### config.mk
export PLATFORM = sky130hd
export DESIGN_NAME = range_sensor_frame_parser_top
export DESIGN_NICKNAME = d
export VERILOG_FILES = /design/src/rtl/rsfp_pkg.sv /design/src/rtl/range_sensor_frame_parser_top.sv /design/src/rtl/rsfp_core.sv
export VERILOG_INCLUDE_DIRS = /design/src /design/src/rtl
export SDC_FILE = /design/constraint.sdc
export NUM_CORES = 1
export LEC_CHECK = 0
export BUFFER_PORTS_ARGS = -buffer_cell sky130_fd_sc_hd__buf_4
export CAP_MARGIN = 10
export CORE_ASPECT_RATIO = 1.75
export CORE_MARGIN = 5
export CORE_UTILIZATION = 65
export CTS_CLUSTER_SIZE = 10
export DETAILED_ROUTE_END_ITERATION = 6
export PLACE_DENSITY = 0.85
export SETUP_SLACK_MARGIN = 0.1
export SYNTH_ARGS = -nofsm -noshare
export SYNTH_HDL_FRONTEND = slang
export SYNTH_SLANG_ARGS = --single-unit
export TNS_END_PERCENT = 10
### constraint.sdc
create_clock -name clk -period 14.8 [get_ports clk]
set_input_delay 0.74 -clock clk [delete_from_list [all_inputs] [get_ports clk]]
set_output_delay 0.74 -clock clk [all_outputs]
set_load 0.02 [all_outputs]
### src/rtl/assert_macros.svh
// Assertion macros shared by the frame parser RTL.
// Needs a clk and an active-low rst_n in the scope where a macro is used.
`ifndef ASSERT_MACROS_SVH
`define ASSERT_MACROS_SVH

// Clocked property, switched off while reset is low.
`define ASSERT_CLK(label, prop, msg) \
  label: assert property (@(posedge clk) disable iff (!rst_n) (prop)) \
    else $error(msg);

// Same-cycle implication.
`define ASSERT_IMP(label, ante, cons, msg) \
  `ASSERT_CLK(label, (ante) |-> (cons), msg)

// Next-cycle implication.
`define ASSERT_NEXT(label, ante, cons, msg) \
  `ASSERT_CLK(label, (ante) |=> (cons), msg)

`endif

### src/rtl/rsfp_pkg.sv
// Types and constants for the range sensor frame parser.
// No dependencies; used by rsfp_core and the top level.
package rsfp_pkg;

  localparam int BYTE_W     = 8;
  localparam int CNT_W      = 24;
  localparam int CFG_IDX_W  = 4;
  localparam int DIST_W     = 20;
  localparam int STRENGTH_W = 16;
  localparam int STORED     = 5;

  localparam logic [CNT_W-1:0] CNT_MAX = {CNT_W{1'b1}};

  // Register reset values
  localparam logic [BYTE_W-1:0] SYNC_RESET       = 8'd89;
  localparam logic [CNT_W-1:0]  TIMEOUT_RESET    = 24'd100000;
  localparam logic [CNT_W-1:0]  STALE_RESET      = 24'd500000;

  // Register indexes
  localparam logic [CFG_IDX_W-1:0] REG_SYNC_FIRST  = 4'd0;
  localparam logic [CFG_IDX_W-1:0] REG_SYNC_SECOND = 4'd1;
  localparam logic [CFG_IDX_W-1:0] REG_FRAME_TMO   = 4'd2;
  localparam logic [CFG_IDX_W-1:0] REG_STALE_THR   = 4'd3;

  typedef enum logic [1:0] {
    ST_OK      = 2'd0,
    ST_BADSUM  = 2'd1,
    ST_TIMEOUT = 2'd2,
    ST_CRASHED = 2'd3
  } status_t;

  typedef struct packed {
    logic                 we;
    logic [CFG_IDX_W-1:0] index;
    logic [CNT_W-1:0]     data;
  } cfg_wr_t;

  typedef struct packed {
    status_t               status;
    logic [DIST_W-1:0]     distance_scaled;
    logic [STRENGTH_W-1:0] strength;
    logic [BYTE_W-1:0]     credibility;
  } result_t;

endpackage

### src/rtl/range_sensor_frame_parser_top.sv
// Top level of the range sensor frame parser: ports, output register and
// skid stage. Depends on rsfp_pkg, rsfp_core and assert_macros.svh.
//
// Usage:
//   Input channel (in_valid / in_stall): each transfer is one item, either a
//   received UART byte (in_command = 0, byte on in_rx_byte) or one time tick
//   (in_command = 1). Items are taken one per cycle while in_stall is low.
//   Result channel (out_valid / out_stall): a finished frame, a frame
//   timeout or a staleness crossing gives one result with out_status and,
//   for a good frame, distance times ten, strength and credibility.
//   Each result is registered in the output register, or in the skid stage
//   while the receiver stalls. Throughput: one item per cycle while in_stall
//   is low, set by the single register stage of the parser state.
//   When the receiver stalls, the output register holds its result and a
//   one-entry skid stage catches one more; in_stall rises only while the
//   skid stage is full, so at most one result waits behind the output.
//   Configuration (cfg_valid / cfg_ready / cfg_index / cfg_data): always
//   ready; write only while the block is idle.
//   Reset (rst_n low, synchronous): registers return to their reset values,
//   the parser hunts for a header and both result stages are emptied.
`include "assert_macros.svh"

module range_sensor_frame_parser_top #(
  parameter int PAYLOAD_BYTES = 6
) (
  input  logic                               clk,
  input  logic                               rst_n,
  input  logic                               in_valid,
  output logic                               in_stall,
  input  logic                               in_command,
  input  logic [rsfp_pkg::BYTE_W-1:0]        in_rx_byte,
  output logic                               out_valid,
  input  logic                               out_stall,
  output logic [1:0]                         out_status,
  output logic [rsfp_pkg::DIST_W-1:0]        out_distance_scaled,
  output logic [rsfp_pkg::STRENGTH_W-1:0]    out_strength,
  output logic [rsfp_pkg::BYTE_W-1:0]        out_credibility,
  input  logic                               cfg_valid,
  output logic                               cfg_ready,
  input  logic [rsfp_pkg::CFG_IDX_W-1:0]     cfg_index,
  input  logic [rsfp_pkg::CNT_W-1:0]         cfg_data
);
  import rsfp_pkg::*;

  cfg_wr_t cfg_wr;
  logic    acc;
  logic    res_valid;
  result_t res;
  logic    out_take;

  logic    out_valid_r, skid_valid_r;
  result_t out_r, skid_r;

  assign cfg_ready = 1'b1;
  assign cfg_wr    = '{we: cfg_valid, index: cfg_index, data: cfg_data};
  assign in_stall  = skid_valid_r;
  assign acc       = in_valid && !in_stall;
  assign out_take  = out_valid_r && !out_stall;

  rsfp_core #(
    .PAYLOAD_BYTES(PAYLOAD_BYTES)
  ) u_core (
    .clk      (clk),
    .rst_n    (rst_n),
    .cfg_wr   (cfg_wr),
    .acc      (acc),
    .command  (in_command),
    .rx_byte  (in_rx_byte),
    .res_valid(res_valid),
    .res      (res)
  );

  // Output register with one skid entry behind it
  always_ff @(posedge clk) begin
    if (!rst_n) begin
      out_valid_r  <= 1'b0;
      skid_valid_r <= 1'b0;
    end else if (skid_valid_r) begin
      if (out_take) begin
        out_valid_r  <= 1'b1;
        skid_valid_r <= 1'b0;
      end
    end else if (res_valid) begin
      if (!out_valid_r || out_take)
        out_valid_r <= 1'b1;
      else
        skid_valid_r <= 1'b1;
    end else if (out_take) begin
      out_valid_r <= 1'b0;
    end
  end

  // Payload of both stages; no reset needed
  always_ff @(posedge clk) begin
    if (skid_valid_r) begin
      if (out_take)
        out_r <= skid_r;
    end else if (res_valid) begin
      if (!out_valid_r || out_take)
        out_r <= res;
      else
        skid_r <= res;
    end
  end

  assign out_valid           = out_valid_r;
  assign out_status          = out_r.status;
  assign out_distance_scaled = out_r.distance_scaled;
  assign out_strength        = out_r.strength;
  assign out_credibility     = out_r.credibility;

  `ASSERT_IMP(a_skid_behind_out, skid_valid_r, out_valid_r,
    "skid entry held with empty output register")
  `ASSERT_NEXT(a_stalled_out_kept, out_valid_r && out_stall, out_valid_r,
    "stalled result dropped")
  `ASSERT_NEXT(a_skid_drains, skid_valid_r && !out_stall, !skid_valid_r,
    "skid entry not moved on transfer")

endmodule

### src/rtl/rsfp_core.sv
// Frame parser core: configuration registers, header hunt, payload capture,
// checksum and tick counters. Depends on rsfp_pkg and assert_macros.svh.
`include "assert_macros.svh"

module rsfp_core #(
  parameter int PAYLOAD_BYTES = 6
) (
  input  logic                     clk,
  input  logic                     rst_n,
  input  rsfp_pkg::cfg_wr_t        cfg_wr,
  input  logic                     acc,
  input  logic                     command,
  input  logic [rsfp_pkg::BYTE_W-1:0] rx_byte,
  output logic                     res_valid,
  output rsfp_pkg::result_t        res
);
  import rsfp_pkg::*;

  localparam int POS_W = $clog2(PAYLOAD_BYTES + 2);
  localparam logic [POS_W-1:0] POS_LAST = POS_W'(PAYLOAD_BYTES);
  localparam logic [POS_W-1:0] POS_HUNT = '0;

  logic [BYTE_W-1:0] sync_first_r, sync_second_r;
  logic [CNT_W-1:0]  frame_tmo_r, stale_thr_r;

  logic [BYTE_W-1:0] prev_r, prev_nxt;
  logic [POS_W-1:0]  pos_r, pos_nxt;
  logic [BYTE_W-1:0] sum_r, sum_nxt;
  logic [CNT_W-1:0]  ft_r, ft_nxt;
  logic [CNT_W-1:0]  stale_r, stale_nxt;
  logic              crash_r, crash_nxt;
  logic [BYTE_W-1:0] payload_r [STORED];

  logic [CNT_W-1:0]      ft_inc, stale_inc;
  logic [STRENGTH_W-1:0] dist_raw;

  // Configuration writes; unknown indexes fall through
  always_ff @(posedge clk) begin
    if (!rst_n) begin
      sync_first_r  <= SYNC_RESET;
      sync_second_r <= SYNC_RESET;
      frame_tmo_r   <= TIMEOUT_RESET;
      stale_thr_r   <= STALE_RESET;
    end else if (cfg_wr.we) begin
      unique case (cfg_wr.index)
        REG_SYNC_FIRST:  sync_first_r  <= cfg_wr.data[BYTE_W-1:0];
        REG_SYNC_SECOND: sync_second_r <= cfg_wr.data[BYTE_W-1:0];
        REG_FRAME_TMO:   frame_tmo_r   <= cfg_wr.data;
        REG_STALE_THR:   stale_thr_r   <= cfg_wr.data;
        default: ;
      endcase
    end
  end

  // Parser state
  always_ff @(posedge clk) begin
    if (!rst_n) begin
      prev_r  <= '0;
      pos_r   <= POS_HUNT;
      sum_r   <= '0;
      ft_r    <= '0;
      stale_r <= '0;
      crash_r <= 1'b0;
    end else begin
      prev_r  <= prev_nxt;
      pos_r   <= pos_nxt;
      sum_r   <= sum_nxt;
      ft_r    <= ft_nxt;
      stale_r <= stale_nxt;
      crash_r <= crash_nxt;
    end
  end

  // Capture the first payload bytes, each at its own frame position
  always_ff @(posedge clk) begin
    for (int i = 0; i < STORED; i++) begin
      if (acc && !command && pos_r == POS_W'(i + 1))
        payload_r[i] <= rx_byte;
    end
  end

  // Saturating tick increments
  assign stale_inc = (stale_r == CNT_MAX) ? stale_r : stale_r + CNT_W'(1);
  assign ft_inc    = (ft_r == CNT_MAX) ? ft_r : ft_r + CNT_W'(1);
  assign dist_raw  = {payload_r[1], payload_r[0]};

  // Next state and result for one accepted item
  always_comb begin
    prev_nxt  = prev_r;
    pos_nxt   = pos_r;
    sum_nxt   = sum_r;
    ft_nxt    = ft_r;
    stale_nxt = stale_r;
    crash_nxt = crash_r;
    res_valid = 1'b0;
    res       = '{status: ST_OK, distance_scaled: '0, strength: '0, credibility: '0};
    if (acc) begin
      if (command) begin
        // time tick
        stale_nxt = stale_inc;
        if (pos_r != POS_HUNT && ft_inc > frame_tmo_r) begin
          pos_nxt   = POS_HUNT;
          prev_nxt  = '0;
          sum_nxt   = '0;
          ft_nxt    = '0;
          res_valid = 1'b1;
          if (stale_inc > stale_thr_r) begin
            res.status = ST_CRASHED;
            crash_nxt  = 1'b1;
          end else begin
            res.status = ST_TIMEOUT;
          end
        end else begin
          if (pos_r != POS_HUNT)
            ft_nxt = ft_inc;
          if (stale_inc > stale_thr_r && !crash_r) begin
            res_valid  = 1'b1;
            res.status = ST_CRASHED;
            crash_nxt  = 1'b1;
          end
        end
      end else if (pos_r == POS_HUNT) begin
        // hunt for the header pair
        if (prev_r == sync_first_r && rx_byte == sync_second_r) begin
          pos_nxt = POS_W'(1);
          sum_nxt = sync_first_r + sync_second_r;
          ft_nxt  = '0;
        end
        prev_nxt = rx_byte;
      end else if (pos_r <= POS_LAST) begin
        // payload byte
        sum_nxt = sum_r + rx_byte;
        pos_nxt = pos_r + POS_W'(1);
      end else begin
        // checksum byte closes the frame
        pos_nxt   = POS_HUNT;
        prev_nxt  = '0;
        sum_nxt   = '0;
        ft_nxt    = '0;
        res_valid = 1'b1;
        if (sum_r == rx_byte) begin
          stale_nxt           = '0;
          crash_nxt           = 1'b0;
          res.status          = ST_OK;
          res.distance_scaled = (DIST_W'(dist_raw) << 3) + (DIST_W'(dist_raw) << 1);
          res.strength        = {payload_r[3], payload_r[2]};
          res.credibility     = payload_r[4];
        end else if (stale_r > stale_thr_r) begin
          res.status = ST_CRASHED;
          crash_nxt  = 1'b1;
        end else begin
          res.status = ST_BADSUM;
        end
      end
    end
  end

  `ASSERT_NEXT(a_crash_marks, res_valid && res.status == ST_CRASHED, crash_r,
    "crashed result without crash flag")
  `ASSERT_NEXT(a_ok_clears_stale, res_valid && res.status == ST_OK,
    stale_r == '0 && !crash_r, "good frame did not clear staleness")
  `ASSERT_IMP(a_hunt_no_ticks, pos_r == POS_HUNT, ft_r == '0,
    "frame tick count left over while hunting")

endmodule

## After elaboration in Yosys (flattened, before gate mapping)

Memory sizes are Yosys's and may differ from the RTL's.
Index checks and enable logic that the tools add are counted.

- Equal/unequal tests: 23
- Add/subtract/negate cells: 6
- $lt $le $gt $ge: 4
- Multiplexer cells: 85
- Reductions and logical operators: 41
- Bitwise gates (word level): 2

Operators with widths:

| kind | number |
|---|---|
| 2-to-1 mux 46 bit | 7 |
| 2-to-1 mux 24 bit | 12 |
| 2-to-1 mux 8 bit | 12 |
| 2-to-1 mux 44 bit | 2 |
| greater-than comparator 24 bit | 3 |
| adder 24 x 1 -> 24 bit (second input constant) | 2 |
| equality test 24 bit (second input constant) | 2 |
| 2-to-1 mux 1 bit | 38 |
| OR reduction 8 bit | 4 |
| 2-to-1 mux 3 bit | 9 |
| equality test 8 bit | 3 |
| adder 19 x 17 -> 20 bit | 1 |
| adder 8 bit | 2 |
| AND reduction 3 bit | 5 |
| logical AND 1 bit | 11 |
| 2-to-1 mux 2 bit | 5 |
| inequality test 3 x 1 -> 1 bit (second input constant) | 3 |
| equality test 4 x 2 -> 1 bit (second input constant) | 2 |
| AND reduction 2 bit | 4 |
| AND reduction 4 bit | 2 |
| nonzero test 2 bit | 4 |
| equality test 3 x 2 -> 1 bit (second input constant) | 2 |
| equality test 3 bit (second input constant) | 2 |
| inequality test 2 bit (second input constant) | 3 |
| 14 further kinds | 21 |

- Output and inout port bits: 49
- Input port bits: 42
- Bits in writable memories: 40
- Register bits: 226
- Memories: 1

Memory list:

| memory | depth | bits a word | rd ports | clocked after Yosys merged registers in | wr ports | RTL line | RTL |
|---|---|---|---|---|---|---|---|
| u_core.payload_r | 5 | 8 | 5 | 0 | 1 | rsfp_core.sv:32 | `logic [BYTE_W-1:0] payload_r [STORED];` |

## Logic depth before layout (Yosys ltp)

- Depth after elaboration: 11
- Depth in mapped cells: 17
- Gate-level depth less buffers: 15

## Hierarchy

Synthesis repeated with hierarchy kept, for this count alone.

- Cell total of the unflattened synthesis: 1436
- Area total of the unflattened synthesis: 14525.2 µm²

By module, submodules not included:

| module | times used | area an instance (µm²) | sequential area each (µm²) | cells each |
|---|---|---|---|---|
| rsfp_core | 1 | 10847.9 | 3843.7 | 1276 |
| range_sensor_frame_parser_top | 1 | 3677.3 | 2802.7 | 160 |

## Worst setup path after synthesis

No wires, ideal clock.

- Path kind: reg-to-reg
- Start: register u_core.stale_r[16]
- End: register out_r, in the netlist out_credibility[0] (enable)
- Stages on the path, launching flop included: 16
- Path buffers: 2
- Slack: 8.775 ns
- Data arrival time: 5.556 ns
- Cells stage by stage: dfxtp_1 > buf_2 > and4_1 > nand4_1 > nor4_4 > buf_2 > nor2_1 > and2_1 > xnor2_1 > ha_1 > nand4_1 > nor4_1 > o31ai_1 > a31o_2 > o22ai_1 > a2bb2oi_1

- Longest elaborated chain between the ends: 10

RTL lines:

| element | RTL line | RTL |
|---|---|---|
| start: declaration | rsfp_core.sv:30 | `logic [CNT_W-1:0] stale_r, stale_nxt;` |
| start signal: assignment | rsfp_core.sv:69 | `stale_r <= stale_nxt;` |
| adder 24 x 1 -> 24 bit or equality test 24 bit (tied branches) | rsfp_core.sv:83 | `assign stale_inc = (stale_r == CNT_MAX) ? stale_r : stale_r + CNT_W'(1);` |
| 2-to-1 mux 24 bit (*) | rsfp_core.sv:83 |  |
| greater-than comparator 24 bit (*) | rsfp_core.sv:116 | `if (stale_inc > stale_thr_r && !crash_r) begin` |
| logical AND 1 bit (*) | rsfp_core.sv:116 |  |
| 2-to-1 mux 1 bit (*) | rsfp_core.sv:116 |  |
| 2-to-1 mux 1 bit (*) | rsfp_core.sv:101 | `if (pos_r != POS_HUNT && ft_inc > frame_tmo_r) begin` |
| 2-to-1 mux 1 bit (*) | rsfp_core.sv:98 | `if (command) begin` |
| 2-to-1 mux 1 bit (*) | rsfp_core.sv:97 | `if (acc) begin` |
| nonzero test 2 bit (no source line) (*) | -- |  |
| AND reduction 3 bit (no source line) (*) | -- |  |
| end signal: assignment | range_sensor_frame_parser_top.sv:97 | `out_r <= skid_r;` |
| end signal: assignment | range_sensor_frame_parser_top.sv:100 | `out_r <= res;` |
| end: declaration | range_sensor_frame_parser_top.sv:52 | `result_t out_r, skid_r;` |

Mark *: on every way between the ends. The rest lies on a longest branch, timed or not.
A chain may end at the register's enable or synchronous reset.

## Worst setup path in the final report

- Start: register u_core.stale_r[16]
- End: register skid_r[4] (netlist bit) (enable)

- Longest elaborated chain between the ends: 9

RTL lines:

| element | RTL line | RTL |
|---|---|---|
| adder 24 x 1 -> 24 bit or equality test 24 bit (tied branches) | rsfp_core.sv:83 |  |
| 2-to-1 mux 24 bit (*) | rsfp_core.sv:83 |  |
| greater-than comparator 24 bit (*) | rsfp_core.sv:116 |  |
| logical AND 1 bit (*) | rsfp_core.sv:116 |  |
| 2-to-1 mux 1 bit (*) | rsfp_core.sv:116 |  |
| 2-to-1 mux 1 bit (*) | rsfp_core.sv:101 |  |
| 2-to-1 mux 1 bit (*) | rsfp_core.sv:98 |  |
| 2-to-1 mux 1 bit (*) | rsfp_core.sv:97 |  |
| AND reduction 3 bit (no source line) (*) | -- |  |
| end signal: assignment | range_sensor_frame_parser_top.sv:102 | `skid_r <= res;` |
| end: declaration | range_sensor_frame_parser_top.sv:52 |  |

Marks and branches as above.

==> metrics.md <==
| Metric | Value |
|---|---|
| WL/cell | 18.2 um |
| Core footprint | 0.0215 mm^2 |
| Syn_nets | 1589 |
| Endpoint type of the worst setup path | flop |
| PortBufs | 88 |
| # nets final | 1649 |
| Share of cells above drive strength 1 | 10.0% |
| Startpoint Class | flop |
| Wire length of the first global-routing pass | 52500 um |
| Hold_ws | 0.444 ns |
| Post-CTS sizing | 0 |
| Full die area | 0.0249 mm^2 |
| CP max FO | 45 |
| Total CTS buffers | 30 |
| DP HPWL | 23900 um |
| Hold Path Class | primary input to flop |
| TritonRoute pass-1 iters | 5 |
| H-tree depth | 1 |
| Fin Setup TNS | 0 ns |
| FF-to-FF path depth | 14 |
| Final WL | 32800 um |
| Met1 Resource Use GR | 26.3% |
| Post-synthesis register bit count | 264 |
| Vias | 11000 |
| Relative slew slack | 17.7% |
| Pins over their slew limit | 0 |
| Die height | 205 um |
| Clk slew on worst S/H paths | 0.05 ns |
| Die W | 121 um |
| Peak VDD IR | 0.0953 mV |
| Final Hold Vio Count | 0 |
| Post-synth ARST share | 0% |
| Syn Inst Count | 1437 |
| Most frequent cells in the layout | 203 x nand2_1, 133 x dfxtp_1, 130 x edfxtp_1, 107 x ha_1, 100 x a21oi_1 |
| Initial core utilization | 65.7% |
| LEAKAGE | 6.50 nW |
| Area delta synth->final | 11.8% |
| Clock Skew | 0.0155 ns |
| Worst-Skew Late Latency | 0.56 ns |
| CTS tree | done |
| F_max | 180 MHz |
| Total track usage | 26.1% |
| Clock Path Buffers | 3 |
| EDFF count, synth | 130 |
| GPL Wtd Cong | 0.924 |
| Diode count | 0 |
| Power Dens Cells | 95.4 mW/mm^2 |
| I/O pins | 91 |
| Setup Crit Path Kind | flop to flop |
| Initial antenna violation count | 0 |
| Met3 GRT Util | 2.90% |
| Post-CTS Setup Bufs | 0 |
| Mean Syn Cell Area | 9.83 um^2 |
| Netlist cell types | 71 |
| GRT Max-Usage Layer | met2 |
| Largest net degree at the start of global routing | 82 |
| Clock sink count | 264 |
| CP Data Required Time | 14.97 ns |
| WP data arrival | 5.71 ns |
| Commonest non-fill, non-tap cell in the layout | nand2_1 |
| Grt total ovfl | 0 |
| M2 GR Usage | 50.6% |
| Post-layout min period | 5.54 ns |
| CTS Hold Bufs | 0 |
| Vias per inst | 6.08 |
| Post-Syn Area | 0.0141 mm^2 |
| Final Setup Violations | 0 |
| Drc violations | 0 |
| Final ANT Viol Nets | 0 |
| Vias in the first global route | 10800 |
| Rows | 71 |
| Synth Warn # | 0 |
| Status | completed |
| First DRT Iteration DRCs | 690 |
| Maxcap violations | 0 |
| RSZ-0062 raised after global routing | false |
| Sequential fraction of the synthesis area | 46.6% |
| Worst Tran Pin Value | 1.23 ns |
| Root Buffer | clkbuf_16 |
| Hold depth | 3 |
| Part of the cycle the worst path needs | 37.5% |
| Ys flop type | dfxtp_1 |
where the power goes:
group	total, W	switching [W]	internal, W	leakage [nW]
Combinational	0.0000834	0.0000536	0.0000298	3.91
Sequential	0.000774	0.00000390	0.000770	2.19
Clock	0.000650	0.000277	0.000373	0.397
critical path: stages, from the launching register on:
cell     delay (ns)
dfxtp_1        0.48
and4_1         0.27
nand4_1        0.22
nor4_4         0.64
nor3_2         0.24
and4_4         0.29
nand2_1        0.08
xnor2_1        0.07
ha_1           0.30
nand4_1        0.19
nor4_1         0.43
o31ai_1        0.13
a31o_2         0.30
o22ai_1        0.47
and3_2         1.00
registers in the layout, indices dropped and copies added (netlist names), 16 cells and up:
register / cells
skid_r: 45
u_core.stale_r: 24
out_strength: 16
u_core.frame_tmo_r: 24
u_core.ft_r: 24
out_distance_scaled: 19
u_core.payload_r: 40
u_core.stale_thr_r: 24
layout make-up:
| cell class | instances | area (um^2) |
|---|---|---|
| Multi-Input combinational cell | 1046 | 7060 |
| Sequential cell | 264 | 6590 |
| Fill cell | 1613 | 5710 |
| Clock buffer | 47 | 815 |
| Timing Repair Buffer | 95 | 713 |
| Tap cell | 292 | 365 |
| Inverter | 60 | 225 |
| Clock inverter | 2 | 23.8 |
cells in the mapped netlist (all sizes together) (5+ instances only):
cell type  number  area share (%)
clkbuf         50             1.3
and4           10            0.66
a31oi          15            0.66
inv            59             1.6
edfxtp        130              28
xnor2          39             2.4
a211oi          8            0.43
a21boi         18            0.96
nor3           18            0.71
nor4           11            0.74
mux2i          32             2.3
dfxtp         134              19
nand4          34             1.7
nor2           67             1.8
a21oi         102             3.7
o31ai           9            0.48
ha            107             9.5
xor2           47             2.9
o21a            6            0.32
and2           44             1.9
nand2b          5            0.22
and3           19            0.84
o22ai          11            0.58
o21bai          5            0.27
nand3          46             1.6
a21o           54             2.9
buf            17            0.70
nand2         203             5.4
o21ai          54             1.9
or3             7            0.31
o211ai         19             1.0
nor2b           8            0.35
path summary, 6_finish.rpt:
| kind | startpoint | end | slack [ns] |
|---|---|---|---|
| max | u_core.stale_r[16]$_SDFFE_PN0P_ | skid_r[4]$_DFFE_PP_ | 9.26 |
| min | cfg_data[13] | u_core.stale_thr_r[13]$_SDFFE_PN1P_ | 0.44 |
| max reg2reg | u_core.stale_r[16]$_SDFFE_PN0P_ | skid_r[4]$_DFFE_PP_ | 9.26 |
| min reg2reg | u_core.frame_tmo_r[11]$_SDFFE_PN0P_ | u_core.frame_tmo_r[11]$_SDFFE_PN0P_ | 0.45 |
stage by stage:
stage	worst slack (ns)	area [um^2]	utilization [%]	power (W)	std cells
final	9.26	15800	73.4	0.00151	1806
after global routing	8.88	15800	73.4	0.00155	1806
after floorplan	8.78	14100	-	0.000837	1437
after CTS	9.30	15800	73.4	0.00152	1806
after detailed placement	9.32	15000	69.5	0.000871	1757
after global placement	9.53	15000	69.5	0.000869	1757
layer usage:
layer | vias to the layer above | wire (um) | part of all wire, %
met5 | - | 0 | 0
met4 | 0 | 1970 | 6.0
met3 | 118 | 1460 | 4.4
met2 | 345 | 17700 | 54
met1 | 5216 | 11700 | 36
li1 | 5301 | - | -
logic make-up (layout without fill, tap and decap cells):
group / after synthesis / in the layout / share of synthesized area [%]
AOI/OAI and AO/OA: 332 / 332 / 15.2
other: 2 / 2 / 0.0532
adders and majority gates: 110 / 110 / 9.90
xor gates and xnor gates: 86 / 86 / 5.33
DFF: 264 / 264 / 46.6
buffers and inverters: 127 / 204 / 3.62
and+or+nand+nor: 482 / 482 / 16.8
muxes: 34 / 34 / 2.43
Note: power is estimated with default switching activity, not from simulation.
